--- src/rtl/cqam_pkg.sv ---
// shared types and constants of the clock quality alarm monitor
// used by cqam_event_queue and clock_quality_alarm_monitor; no dependencies
`default_nettype none

package cqam_pkg;

    // configuration register indexes
    localparam logic [1:0] CFG_WARN_LEVEL = 2'd0;
    localparam logic [1:0] CFG_ALARM_LEVEL = 2'd1;
    localparam logic [1:0] CFG_WARN_HOLD = 2'd2;
    localparam logic [1:0] CFG_ALARM_HOLD = 2'd3;

    localparam logic [62:0] WARN_LEVEL_RESET = 63'd1000000;
    localparam logic [62:0] ALARM_LEVEL_RESET = 63'd10000000;

    localparam logic [19:0] NS_PER_MS = 20'd1000000;
    localparam int HOLD_NS_W = 52;

    localparam logic [63:0] SIGN64 = 64'h8000_0000_0000_0000;
    localparam logic [62:0] MAX63 = 63'h7FFF_FFFF_FFFF_FFFF;

    localparam int MAX_EVENTS = 4;

    typedef enum logic [2:0] {
        EV_SRC_RAISE = 3'd0,
        EV_SRC_CLEAR = 3'd1,
        EV_WARN_RAISE = 3'd2,
        EV_WARN_CLEAR = 3'd3,
        EV_ALARM_RAISE = 3'd4,
        EV_ALARM_CLEAR = 3'd5
    } event_code_t;

    // per-entity monitor state, one memory word
    typedef struct packed {
        logic        known;
        logic [3:0]  last_source;
        logic        warn_start_valid;
        logic [62:0] warn_start_ns;
        logic        alarm_start_valid;
        logic [62:0] alarm_start_ns;
        logic        warn_active;
        logic        alarm_on;
    } state_t;

    // all events caused by one item, handed to the event queue
    typedef struct packed {
        logic [2:0]                         entity;
        event_code_t [MAX_EVENTS-1:0]       codes;
        logic [2:0]                         count;
        logic [62:0]                        quality;
        logic [3:0]                         prev_source;
        logic [3:0]                         cur_source;
    } ev_batch_t;

endpackage

`default_nettype wire

--- src/rtl/cqam_event_queue.sv ---
// event queue: holds the events of one item and sends them one per transfer
// depends on cqam_pkg
`default_nettype none

module cqam_event_queue (
    input  wire logic                aclk,
    input  wire logic                aresetn,
    input  wire logic                load,
    input  wire cqam_pkg::ev_batch_t batch,
    output logic                     busy,
    output logic                     m_tvalid,
    input  wire logic                m_tready,
    // event_entity[2:0], quality_ns[65:3], previous_source[69:66],
    // current_source[73:70], zero fill
    output logic [79:0]              m_tdata,
    // event_code
    output logic [2:0]               m_tuser,
    output logic                     m_tlast
);

    logic                busy_reg;
    logic [1:0]          idx_reg;
    cqam_pkg::ev_batch_t batch_reg;

    cqam_pkg::event_code_t code;
    logic        last;
    logic        take;
    logic [62:0] quality;
    logic [3:0]  prev_source;

    assign code = batch_reg.codes[idx_reg];
    assign last = (({1'b0, idx_reg} + 3'd1) == batch_reg.count);
    assign take = busy_reg && m_tready;

    always_comb begin
        quality = '0;
        prev_source = '0;
        case (code)
            cqam_pkg::EV_SRC_RAISE, cqam_pkg::EV_SRC_CLEAR: begin
                prev_source = batch_reg.prev_source;
            end
            cqam_pkg::EV_WARN_RAISE, cqam_pkg::EV_WARN_CLEAR,
            cqam_pkg::EV_ALARM_RAISE, cqam_pkg::EV_ALARM_CLEAR: begin
                quality = batch_reg.quality;
            end
            default: begin
                quality = '0;
            end
        endcase
    end

    always_ff @(posedge aclk) begin
        if (!aresetn) begin
            busy_reg <= 1'b0;
            idx_reg <= '0;
        end else if (load) begin
            busy_reg <= 1'b1;
            idx_reg <= '0;
        end else if (take) begin
            if (last) begin
                busy_reg <= 1'b0;
            end else begin
                idx_reg <= idx_reg + 2'd1;
            end
        end
    end

    always_ff @(posedge aclk) begin
        if (load) begin
            batch_reg <= batch;
        end
    end

    assign busy = busy_reg;
    assign m_tvalid = busy_reg;
    assign m_tdata = {6'b0, batch_reg.cur_source, prev_source, quality, batch_reg.entity};
    assign m_tuser = code;
    assign m_tlast = last;

endmodule

`default_nettype wire

--- src/rtl/clock_quality_alarm_monitor.sv ---
// the first event of an item is registered through stage a, stage b and the event queue
// before it is valid on m_; stage b waits there while the event queue is busy
// one item per cycle while items cause no events; an item with events holds the event
// queue until its last event is sent, and the next item waits in stage b meanwhile
// reset: synchronous, active low; clears the pipeline, the event queue, the per-entity
// valid bits (an entity not yet written reads as all-zero state), and sets the registers to their reset values
`default_nettype none

module clock_quality_alarm_monitor #(
    parameter int ENTITY_COUNT = 5,
    parameter int SOURCE_BITS = 4
) (
    input  wire logic        aclk,
    input  wire logic        aresetn,
    // input snapshots
    input  wire logic        s_tvalid,
    output logic             s_tready,
    // entity_index[2:0], time_ns[65:3], clk_src[69:66], clk_offset[133:70],
    // clk_uncert[197:134], zero fill
    input  wire logic [199:0] s_tdata,
    // model_present[0], offset_present[1], uncertainty_present[2]
    input  wire logic [2:0]  s_tuser,
    // events
    output logic             m_tvalid,
    input  wire logic        m_tready,
    // event_entity[2:0], quality_ns[65:3], previous_source[69:66],
    // current_source[73:70], zero fill
    output logic [79:0]      m_tdata,
    // event_code
    output logic [2:0]       m_tuser,
    output logic             m_tlast,
    // register writes
    input  wire logic        cfg_we,
    input  wire logic [1:0]  cfg_addr,
    input  wire logic [62:0] cfg_wdata
);

    localparam int ADDR_W = (ENTITY_COUNT > 1) ? $clog2(ENTITY_COUNT) : 1;
    localparam logic [4:0] ENT_LIMIT = 5'(ENTITY_COUNT);
    localparam logic [3:0] SRC_MASK = (SOURCE_BITS >= 4) ? 4'hF : 4'((1 << SOURCE_BITS) - 1);

    // ---------------- configuration registers ----------------
    logic [62:0] warn_level_reg;
    logic [62:0] alarm_level_reg;
    logic [31:0] warn_hold_ms_reg;
    logic [31:0] alarm_hold_ms_reg;
    logic [cqam_pkg::HOLD_NS_W-1:0] warn_hold_ns_reg;
    logic [cqam_pkg::HOLD_NS_W-1:0] alarm_hold_ns_reg;

    always_ff @(posedge aclk) begin
        if (!aresetn) begin
            warn_level_reg <= cqam_pkg::WARN_LEVEL_RESET;
            alarm_level_reg <= cqam_pkg::ALARM_LEVEL_RESET;
            warn_hold_ms_reg <= '0;
            alarm_hold_ms_reg <= '0;
        end else if (cfg_we) begin
            case (cfg_addr)
                cqam_pkg::CFG_WARN_LEVEL: warn_level_reg <= cfg_wdata;
                cqam_pkg::CFG_ALARM_LEVEL: alarm_level_reg <= cfg_wdata;
                cqam_pkg::CFG_WARN_HOLD: warn_hold_ms_reg <= cfg_wdata[31:0];
                cqam_pkg::CFG_ALARM_HOLD: alarm_hold_ms_reg <= cfg_wdata[31:0];
                default: warn_level_reg <= warn_level_reg;
            endcase
        end
    end

    // hold times in ns, a registered product of the ms registers
    always_ff @(posedge aclk) begin
        warn_hold_ns_reg <= {20'b0, warn_hold_ms_reg} * {32'b0, cqam_pkg::NS_PER_MS};
        alarm_hold_ns_reg <= {20'b0, alarm_hold_ms_reg} * {32'b0, cqam_pkg::NS_PER_MS};
    end

    // ---------------- input unpacking ----------------
    logic [2:0] s_entity;
    logic       s_in_range;
    logic       s_accept;

    assign s_entity = s_tdata[2:0];
    assign s_in_range = ({2'b00, s_entity} < ENT_LIMIT);
    assign s_accept = s_tvalid && s_tready;

    // ---------------- pipeline control ----------------
    logic a_valid_reg;
    logic b_valid_reg;
    logic q_busy;
    logic b_go;
    logic b_free;
    logic a_go;

    // b commits (state write-back, events to the queue) only into an empty queue
    assign b_go = b_valid_reg && !q_busy;
    assign b_free = !b_valid_reg || b_go;
    assign a_go = a_valid_reg && b_free;
    assign s_tready = !a_valid_reg || b_free;

    always_ff @(posedge aclk) begin
        if (!aresetn) begin
            a_valid_reg <= 1'b0;
            b_valid_reg <= 1'b0;
        end else begin
            // entities out of range are dropped at the input transfer
            if (s_accept) begin
                a_valid_reg <= s_in_range;
            end else if (a_go) begin
                a_valid_reg <= 1'b0;
            end
            if (a_go) begin
                b_valid_reg <= 1'b1;
            end else if (b_go) begin
                b_valid_reg <= 1'b0;
            end
        end
    end

    // ---------------- stage a: input register, quality ----------------
    logic [2:0]  a_entity_reg;
    logic [62:0] a_now_reg;
    logic        a_model_reg;
    logic [3:0]  a_src_reg;
    logic        a_off_ok_reg;
    logic [63:0] a_off_reg;
    logic        a_unc_ok_reg;
    logic [63:0] a_unc_reg;

    always_ff @(posedge aclk) begin
        if (s_accept) begin
            a_entity_reg <= s_entity;
            a_now_reg <= s_tdata[65:3];
            a_model_reg <= s_tuser[0];
            a_src_reg <= s_tdata[69:66] & SRC_MASK;
            a_off_ok_reg <= s_tuser[1];
            a_off_reg <= s_tdata[133:70];
            a_unc_ok_reg <= s_tuser[2];
            a_unc_reg <= s_tdata[197:134];
        end
    end

    logic [63:0]       a_neg;
    logic [62:0]       a_mag;
    logic [62:0]       a_q;
    logic              a_usable;
    logic [3:0]        a_cur;
    logic [ADDR_W+2:0] a_ent_ext;
    logic [ADDR_W-1:0] a_addr;

    assign a_neg = ~a_off_reg + 64'd1;

    always_comb begin
        // saturated offset magnitude, absent offset counts as zero
        if (!a_off_ok_reg) begin
            a_mag = '0;
        end else if (a_off_reg == cqam_pkg::SIGN64) begin
            a_mag = cqam_pkg::MAX63;
        end else if (a_off_reg[63]) begin
            a_mag = a_neg[62:0];
        end else begin
            a_mag = a_off_reg[62:0];
        end
    end

    // no model, no uncertainty or a negative one leaves no usable quality
    assign a_usable = a_model_reg && a_unc_ok_reg && !a_unc_reg[63];
    assign a_q = !a_usable ? 63'd0 : ((a_mag > a_unc_reg[62:0]) ? a_mag : a_unc_reg[62:0]);
    assign a_cur = a_model_reg ? a_src_reg : 4'd0;
    assign a_ent_ext = {{ADDR_W{1'b0}}, a_entity_reg};
    assign a_addr = a_ent_ext[ADDR_W-1:0];

    // ---------------- state memory ----------------
    cqam_pkg::state_t  state_mem [ENTITY_COUNT];
    logic [ENTITY_COUNT-1:0] ent_vld_reg;
    cqam_pkg::state_t  mem_rd_reg;
    cqam_pkg::state_t  fwd_state_reg;
    cqam_pkg::state_t  st_next;
    logic              b_ent_vld_reg;
    logic              b_fwd_reg;
    logic [ADDR_W-1:0] b_addr_reg;

    // read on entry to stage b, write when stage b commits
    always_ff @(posedge aclk) begin
        if (b_go) begin
            state_mem[b_addr_reg] <= st_next;
        end
        if (a_go) begin
            mem_rd_reg <= state_mem[a_addr];
        end
    end

    // valid bits stand in for the reset value of the memory
    always_ff @(posedge aclk) begin
        if (!aresetn) begin
            ent_vld_reg <= '0;
            b_ent_vld_reg <= 1'b0;
            b_fwd_reg <= 1'b0;
        end else begin
            if (b_go) begin
                ent_vld_reg[b_addr_reg] <= 1'b1;
            end
            if (a_go) begin
                b_ent_vld_reg <= ent_vld_reg[a_addr];
                // a write to the same entity in the read cycle is forwarded
                b_fwd_reg <= b_go && (b_addr_reg == a_addr);
            end
        end
    end

    always_ff @(posedge aclk) begin
        if (b_go) begin
            fwd_state_reg <= st_next;
        end
    end

    // ---------------- stage b: read-modify-write and events ----------------
    logic [2:0]  b_entity_reg;
    logic [62:0] b_now_reg;
    logic        b_model_reg;
    logic [3:0]  b_src_reg;
    logic [3:0]  b_cur_reg;
    logic        b_usable_reg;
    logic [62:0] b_q_reg;

    always_ff @(posedge aclk) begin
        if (a_go) begin
            b_addr_reg <= a_addr;
            b_entity_reg <= a_entity_reg;
            b_now_reg <= a_now_reg;
            b_model_reg <= a_model_reg;
            b_src_reg <= a_src_reg;
            b_cur_reg <= a_cur;
            b_usable_reg <= a_usable;
            b_q_reg <= a_q;
        end
    end

    cqam_pkg::state_t st;
    logic        warn_exc;
    logic        alarm_exc;
    logic [62:0] warn_start;
    logic [62:0] alarm_start;
    logic [63:0] warn_diff;
    logic [63:0] alarm_diff;
    logic        warn_held;
    logic        alarm_held;

    assign st = b_fwd_reg ? fwd_state_reg : (b_ent_vld_reg ? mem_rd_reg : '0);

    assign warn_exc = (b_q_reg >= warn_level_reg);
    assign alarm_exc = (b_q_reg >= alarm_level_reg);

    // a fresh exceedance starts now
    assign warn_start = st.warn_start_valid ? st.warn_start_ns : b_now_reg;
    assign alarm_start = st.alarm_start_valid ? st.alarm_start_ns : b_now_reg;

    // borrow out marks time going backwards, which never satisfies a hold
    assign warn_diff = {1'b0, b_now_reg} - {1'b0, warn_start};
    assign alarm_diff = {1'b0, b_now_reg} - {1'b0, alarm_start};
    assign warn_held = !warn_diff[63] && (warn_diff[62:0] >= {11'b0, warn_hold_ns_reg});
    assign alarm_held = !alarm_diff[63] && (alarm_diff[62:0] >= {11'b0, alarm_hold_ns_reg});

    cqam_pkg::ev_batch_t batch;
    logic [2:0]          n;

    always_comb begin
        st_next = st;
        n = '0;
        batch.entity = b_entity_reg;
        batch.quality = b_q_reg;
        batch.prev_source = st.last_source;
        batch.cur_source = b_cur_reg;
        for (int i = 0; i < cqam_pkg::MAX_EVENTS; i++) begin
            batch.codes[i] = cqam_pkg::EV_SRC_RAISE;
        end

        // source change pulse
        if (b_model_reg && st.known && (st.last_source != b_src_reg)) begin
            batch.codes[n[1:0]] = cqam_pkg::EV_SRC_RAISE;
            n = n + 3'd1;
            batch.codes[n[1:0]] = cqam_pkg::EV_SRC_CLEAR;
            n = n + 3'd1;
        end
        if (b_model_reg) begin
            st_next.last_source = b_src_reg;
            st_next.known = 1'b1;
        end

        if (!b_usable_reg || !warn_exc) begin
            // no usable quality or below warning: clear everything
            if (st.warn_active) begin
                batch.codes[n[1:0]] = cqam_pkg::EV_WARN_CLEAR;
                n = n + 3'd1;
            end
            if (st.alarm_on) begin
                batch.codes[n[1:0]] = cqam_pkg::EV_ALARM_CLEAR;
                n = n + 3'd1;
            end
            st_next.warn_active = 1'b0;
            st_next.alarm_on = 1'b0;
            st_next.warn_start_valid = 1'b0;
            st_next.alarm_start_valid = 1'b0;
        end else begin
            st_next.warn_start_valid = 1'b1;
            st_next.warn_start_ns = warn_start;
            if (alarm_exc) begin
                st_next.alarm_start_valid = 1'b1;
                st_next.alarm_start_ns = alarm_start;
            end else begin
                st_next.alarm_start_valid = 1'b0;
                st_next.alarm_on = 1'b0;
                if (st.alarm_on) begin
                    batch.codes[n[1:0]] = cqam_pkg::EV_ALARM_CLEAR;
                    n = n + 3'd1;
                end
            end

            if (alarm_exc && alarm_held) begin
                // alarm takes over from the warning
                if (!st.alarm_on) begin
                    batch.codes[n[1:0]] = cqam_pkg::EV_ALARM_RAISE;
                    n = n + 3'd1;
                end
                if (st.warn_active) begin
                    batch.codes[n[1:0]] = cqam_pkg::EV_WARN_CLEAR;
                    n = n + 3'd1;
                end
                st_next.alarm_on = 1'b1;
                st_next.warn_active = 1'b0;
            end else if (warn_held && !st.warn_active) begin
                batch.codes[n[1:0]] = cqam_pkg::EV_WARN_RAISE;
                n = n + 3'd1;
                st_next.warn_active = 1'b1;
            end
        end
        batch.count = n;
    end

    // ---------------- event output ----------------
    cqam_event_queue u_event_queue (
        .aclk     (aclk),
        .aresetn  (aresetn),
        .load     (b_go && (batch.count != 3'd0)),
        .batch    (batch),
        .busy     (q_busy),
        .m_tvalid (m_tvalid),
        .m_tready (m_tready),
        .m_tdata  (m_tdata),
        .m_tuser  (m_tuser),
        .m_tlast  (m_tlast)
    );

endmodule

`default_nettype wire

--- config.mk ---
export PLATFORM = sky130hd
export DESIGN_NAME = clock_quality_alarm_monitor
export DESIGN_NICKNAME = d
export VERILOG_FILES = /design/src/rtl/cqam_pkg.sv /design/src/rtl/cqam_event_queue.sv /design/src/rtl/clock_quality_alarm_monitor.sv
export SDC_FILE = /design/constraint.sdc
export NUM_CORES = 2
export LEC_CHECK = 0
export BUFFER_PORTS_ARGS = -buffer_cell sky130_fd_sc_hd__buf_2
export CORE_MARGIN = 10
export CORE_UTILIZATION = 30
export CTS_BUF_LIST = sky130_fd_sc_hd__clkbuf_16
export DETAILED_ROUTE_END_ITERATION = 7
export GPL_TIMING_DRIVEN = 0
export PLACE_DENSITY_LB_ADDON = 0.05
export SKIP_LAST_GASP = 1
export SYNTH_ARGS = -nofsm -noshare
export SYNTH_HDL_FRONTEND = slang
export SYNTH_SLANG_ARGS = --single-unit
--- constraint.sdc ---
create_clock -name aclk -period 27.6 [get_ports aclk]
set_input_delay 2.76 -clock aclk [delete_from_list [all_inputs] [get_ports aclk]]
set_output_delay 2.76 -clock aclk [all_outputs]
set_load 0.02 [all_outputs]
==> results summary <==
The number of inserted filler cells in the final layout is 29920. The post-route non-filler standard cell count is 12070. The run finished with clean final reports. The tree built by TritonCTS fans out to 1668 sinks. The first global-routing pass estimated 433900 µm of wire. The count of synthesis-stage warnings from yosys came out at 0. The setup clock skew after layout came out at 0.06236 ns. The number of synthesized register bits came out at 1668. During placement, the flow inserted port buffers numbering 348. The proportion of synthesized chip area in sequential cells is 51.86%. The highest cell delay on the worst timing path came out at 1.01 ns. The max-slew violation total from the final report is 0.

From bottom edge to top edge, the die measures 570.5 µm. The critical path is of the flop to flop type. The initial cell density of the core is 30.07%. The routed length per instance came out at 24.59 µm. The remaining number of nets flagged by the antenna check after routing came out at 0. The family of cells with the greatest summed delay on the critical path is compound AO/OA/AOI/OAI gates. The total wire length after detailed routing is 296600 µm. The detailed router finished its first iteration with 3569 violations. The tool flagged a number of max-cap violations equal to 0. The number of buffers and inverters on the critical path is 7. The power per standard cell area is 60.47 nW/µm².

The region available for standard cell placement spans 302300 µm². Of all nets on the critical path, the largest fanout is 36. The slew at the pin closest to its max-slew limit is 1.320 ns. The timing-limited maximum frequency came out at 72.64 MHz.

The average instance in the mapped netlist occupies 12.53 µm². The placer congestion estimate is 0.8988. The clock transition at the register clock pins on the worst setup and hold paths after CTS is 0.06 ns.

The final total negative setup slack came out at 0 ns. The cell row count came out at 202. The via count of the first global-routing pass came to 62070. Dividing the final minimum period by the clock period gives 49.88%. The cell that appears most often on the critical path is sky130_fd_sc_hd__a21oi_1. The area of the die came out at 325400 µm². The setup-violating endpoint count in the final report is 0. The number of nets at the end of the flow came out at 9186. The adder-cell share of the synthesized area is 16.01%.

For the worst setup path, the data arrival time is 14.32 ns. The number of vias after detailed routing came out at 58790. The placed wire-length estimate came out at 229700 µm.

The remaining max-slew budget at the tightest pin came out at 11.81%. After clock tree synthesis, the repair step resized 0 gates. The share of final-layout standard cells stronger than drive strength 1 is 13.83%. The simple logic cell fraction of the synthesized area came out at 7.560%.

The area overhead of the layout relative to synthesis is 16.09%. The number of placed instances with taps included is 11690. The mapped netlist covers 90910 µm². The standby leakage power is 0.04171 µW. The number of vias per cell after detailed routing is 4.873.

The count of different cell masters after synthesis is 105. Entering global routing, the biggest net connects 86 pins. In the global route stage, overall resource usage came out at 17.85%.

The complex-gate fraction of the synthesized area came out at 11.00%. In this run the horizontal extent of the chip is 570.5 µm. In this run, CTS created clock tree buffers numbering 203. The startpoint type of the worst setup path is a flop. The later-pin clock latency in the skew report is 0.90 ns. Synthesis produced 7253 cells. The post-layout instance area is 105500 µm². Once the clock tree was built, the setup fixing pass inserted 0 buffers. After synthesis, the share of cell area in mux cells is 7.293%. The required time of the critical path came out at 28.15 ns. The minimum clock period after layout is 13.77 ns.

The largest vdd supply drop came out at 0.04658 mV. TritonCTS built the clock tree. The quantity of hold-fixing buffers added after cts is 0.

The multi-input gate area in the final layout is 40370 µm². By area, the combinational part of the netlist is dominated by adder cells. In this run the clock root is driven by a sky130_fd_sc_hd__clkbuf_16. The count of H-tree levels built during CTS is 4.

The number of iterations in the first detailed-routing pass came out at 5. The number of DRC violations after detailed routing is 0. The number of enable-type register cells in the synthesized netlist is 1374. The count of pins on the block boundary came out at 359.

The buffer depth of the longest clock path came out at 4. The combined flip-flop and latch cell area came out at 47150 µm². The async set-or-reset flop fraction in the synthesized netlist is 0%. For this run the aggregate overflow at the end of global routing stands at 0. The flip-flop count of the largest register after layout came out at 675. The worst setup path is captured at a flop.

The tightest hold path in the finished design has a slack of 0.4030 ns. Among all flip-flop cells after synthesis, the most frequent one is sky130_fd_sc_hd__edfxtp_1. The number of antenna violations at the first check in global routing is 63. For flop-to-flop paths, the worst setup slack is 13.83 ns. The placed instances occupy a cell area of 99200 µm².

The slowest stage of the critical path belongs to the cell sky130_fd_sc_hd__clkbuf_1. The parity-gate share of the synthesized area counting xor and xnor cells is 2.447%. Setup repair after global routing left no endpoint under its margin.

The total count of hold-check failures in the final report was 0. The worst hold path belongs to the class flop to flop.
-- Yosys cell counts (all sizes together) (10+ instances only) --
master	instances	area, µm²
nand2b	52	325.3
mux2	141	1588
nor2b	56	350.3
and3	28	175.2
mux4	139	3131
a2111oi	16	146.4
edfxtp	1374	41260
a31oi	25	168.9
a21o	184	1381
a21boi	248	1866
xor2	119	1042
nor4	13	111.4
dfxtp	294	5886
nand3	58	290.3
or2	19	118.9
a211oi	21	167.7
nand2	675	2534
nand4	97	606.8
o41ai	12	131.4
o21a	49	367.9
nor2	249	934.7
and2	88	550.5
a21oi	280	1413
o211ai	44	350.3
nor3	49	250.2
o21ai	300	1501
mux2i	191	1912
xnor2	135	1182
inv	626	2350
a22o	10	87.58
buf	73	349.1
or3	28	180.2
ha	728	9109
clkbuf	207	777.0
a22oi	130	975.9
o31ai	34	260.3
o21bai	40	300.3
fa	272	5445
-- cells in the final DEF (no fill, tap or decap), drive strengths merged, types with 77 or more instances in the layout --
| cell type | instances |
|---|---|
| dfxtp | 294 |
| nor2 | 249 |
| xor2 | 119 |
| clkinv | 77 |
| inv | 686 |
| a22oi | 130 |
| nand2 | 675 |
| clkbuf | 412 |
| ha | 728 |
| mux2 | 141 |
| mux2i | 191 |
| buf | 523 |
| a21o | 184 |
| a21boi | 248 |
| and2 | 88 |
| fa | 272 |
| o21ai | 300 |
| nand4 | 97 |
| mux4 | 139 |
| edfxtp | 1374 |
| xnor2 | 135 |
| a21oi | 280 |
-- metrics by stage --
| step | setup WS (ns) | util (%) | power (µW) |
|---|---|---|---|
| finish | 13.83 | 34.91 | 6382 |
| floorplan | 6.007 | - | 3545 |
| global placement | -13.97 | 32.30 | 3897 |
| CTS | 13.18 | 34.90 | 6485 |
| detailed placement | 13.18 | 32.82 | 3874 |
| global route | 13.06 | 34.90 | 6694 |
-- routing by layer --
metal  GRT usage (%)  vias up  part of all wire, %
li1                -    27880                    -
met1           23.97    29310                   46
met2           29.59     1143                   47
met3           3.728      383                  5.1
met4           4.149       78                  2.4
met5               0        -                 0.16
-- logic make-up after synthesis --
family                   after synthesis
multiplexers                         471
other                                  1
adder cells (fa/ha/maj)             1000
AND/OR/NAND/NOR                     1464
XOR/XNOR                             254
buffers and inverters                907
AO/OA/AOI/OAI                       1488
flip-flops                          1668
-- power by group --
part	leakage, µW	internal, µW	switching (µW)
clock network	0.00325	1450	1120
registers	0.0152	2820	66.4
logic	0.0233	360	565
-- area by class of cell --
| class | instances | area share, % |
|---|---|---|
| Sequential cell | 1668 | 44.67 |
| Multi-Input combinational cell | 4683 | 38.26 |
| Clock buffer | 205 | 4.861 |
| Tap cell | 3978 | 4.716 |
| Timing Repair Buffer | 450 | 3.034 |
| Inverter | 627 | 2.237 |
| Clock inverter | 158 | 1.104 |
| Buffer | 280 | 1.079 |
| Antenna cell | 16 | 0.03794 |
-- worst paths after layout --
check | from | to | cells after the start
worst max register to register | b_fwd_reg | u_event_queue.batch_reg[26] | 37
worst min-delay path | a_now_reg[62] | b_now_reg[62] | 0
worst max-delay path | b_fwd_reg | u_event_queue.batch_reg[26] | 37
worst min register to register | a_now_reg[62] | b_now_reg[62] | 0
(Power assumes the default switching activity.)
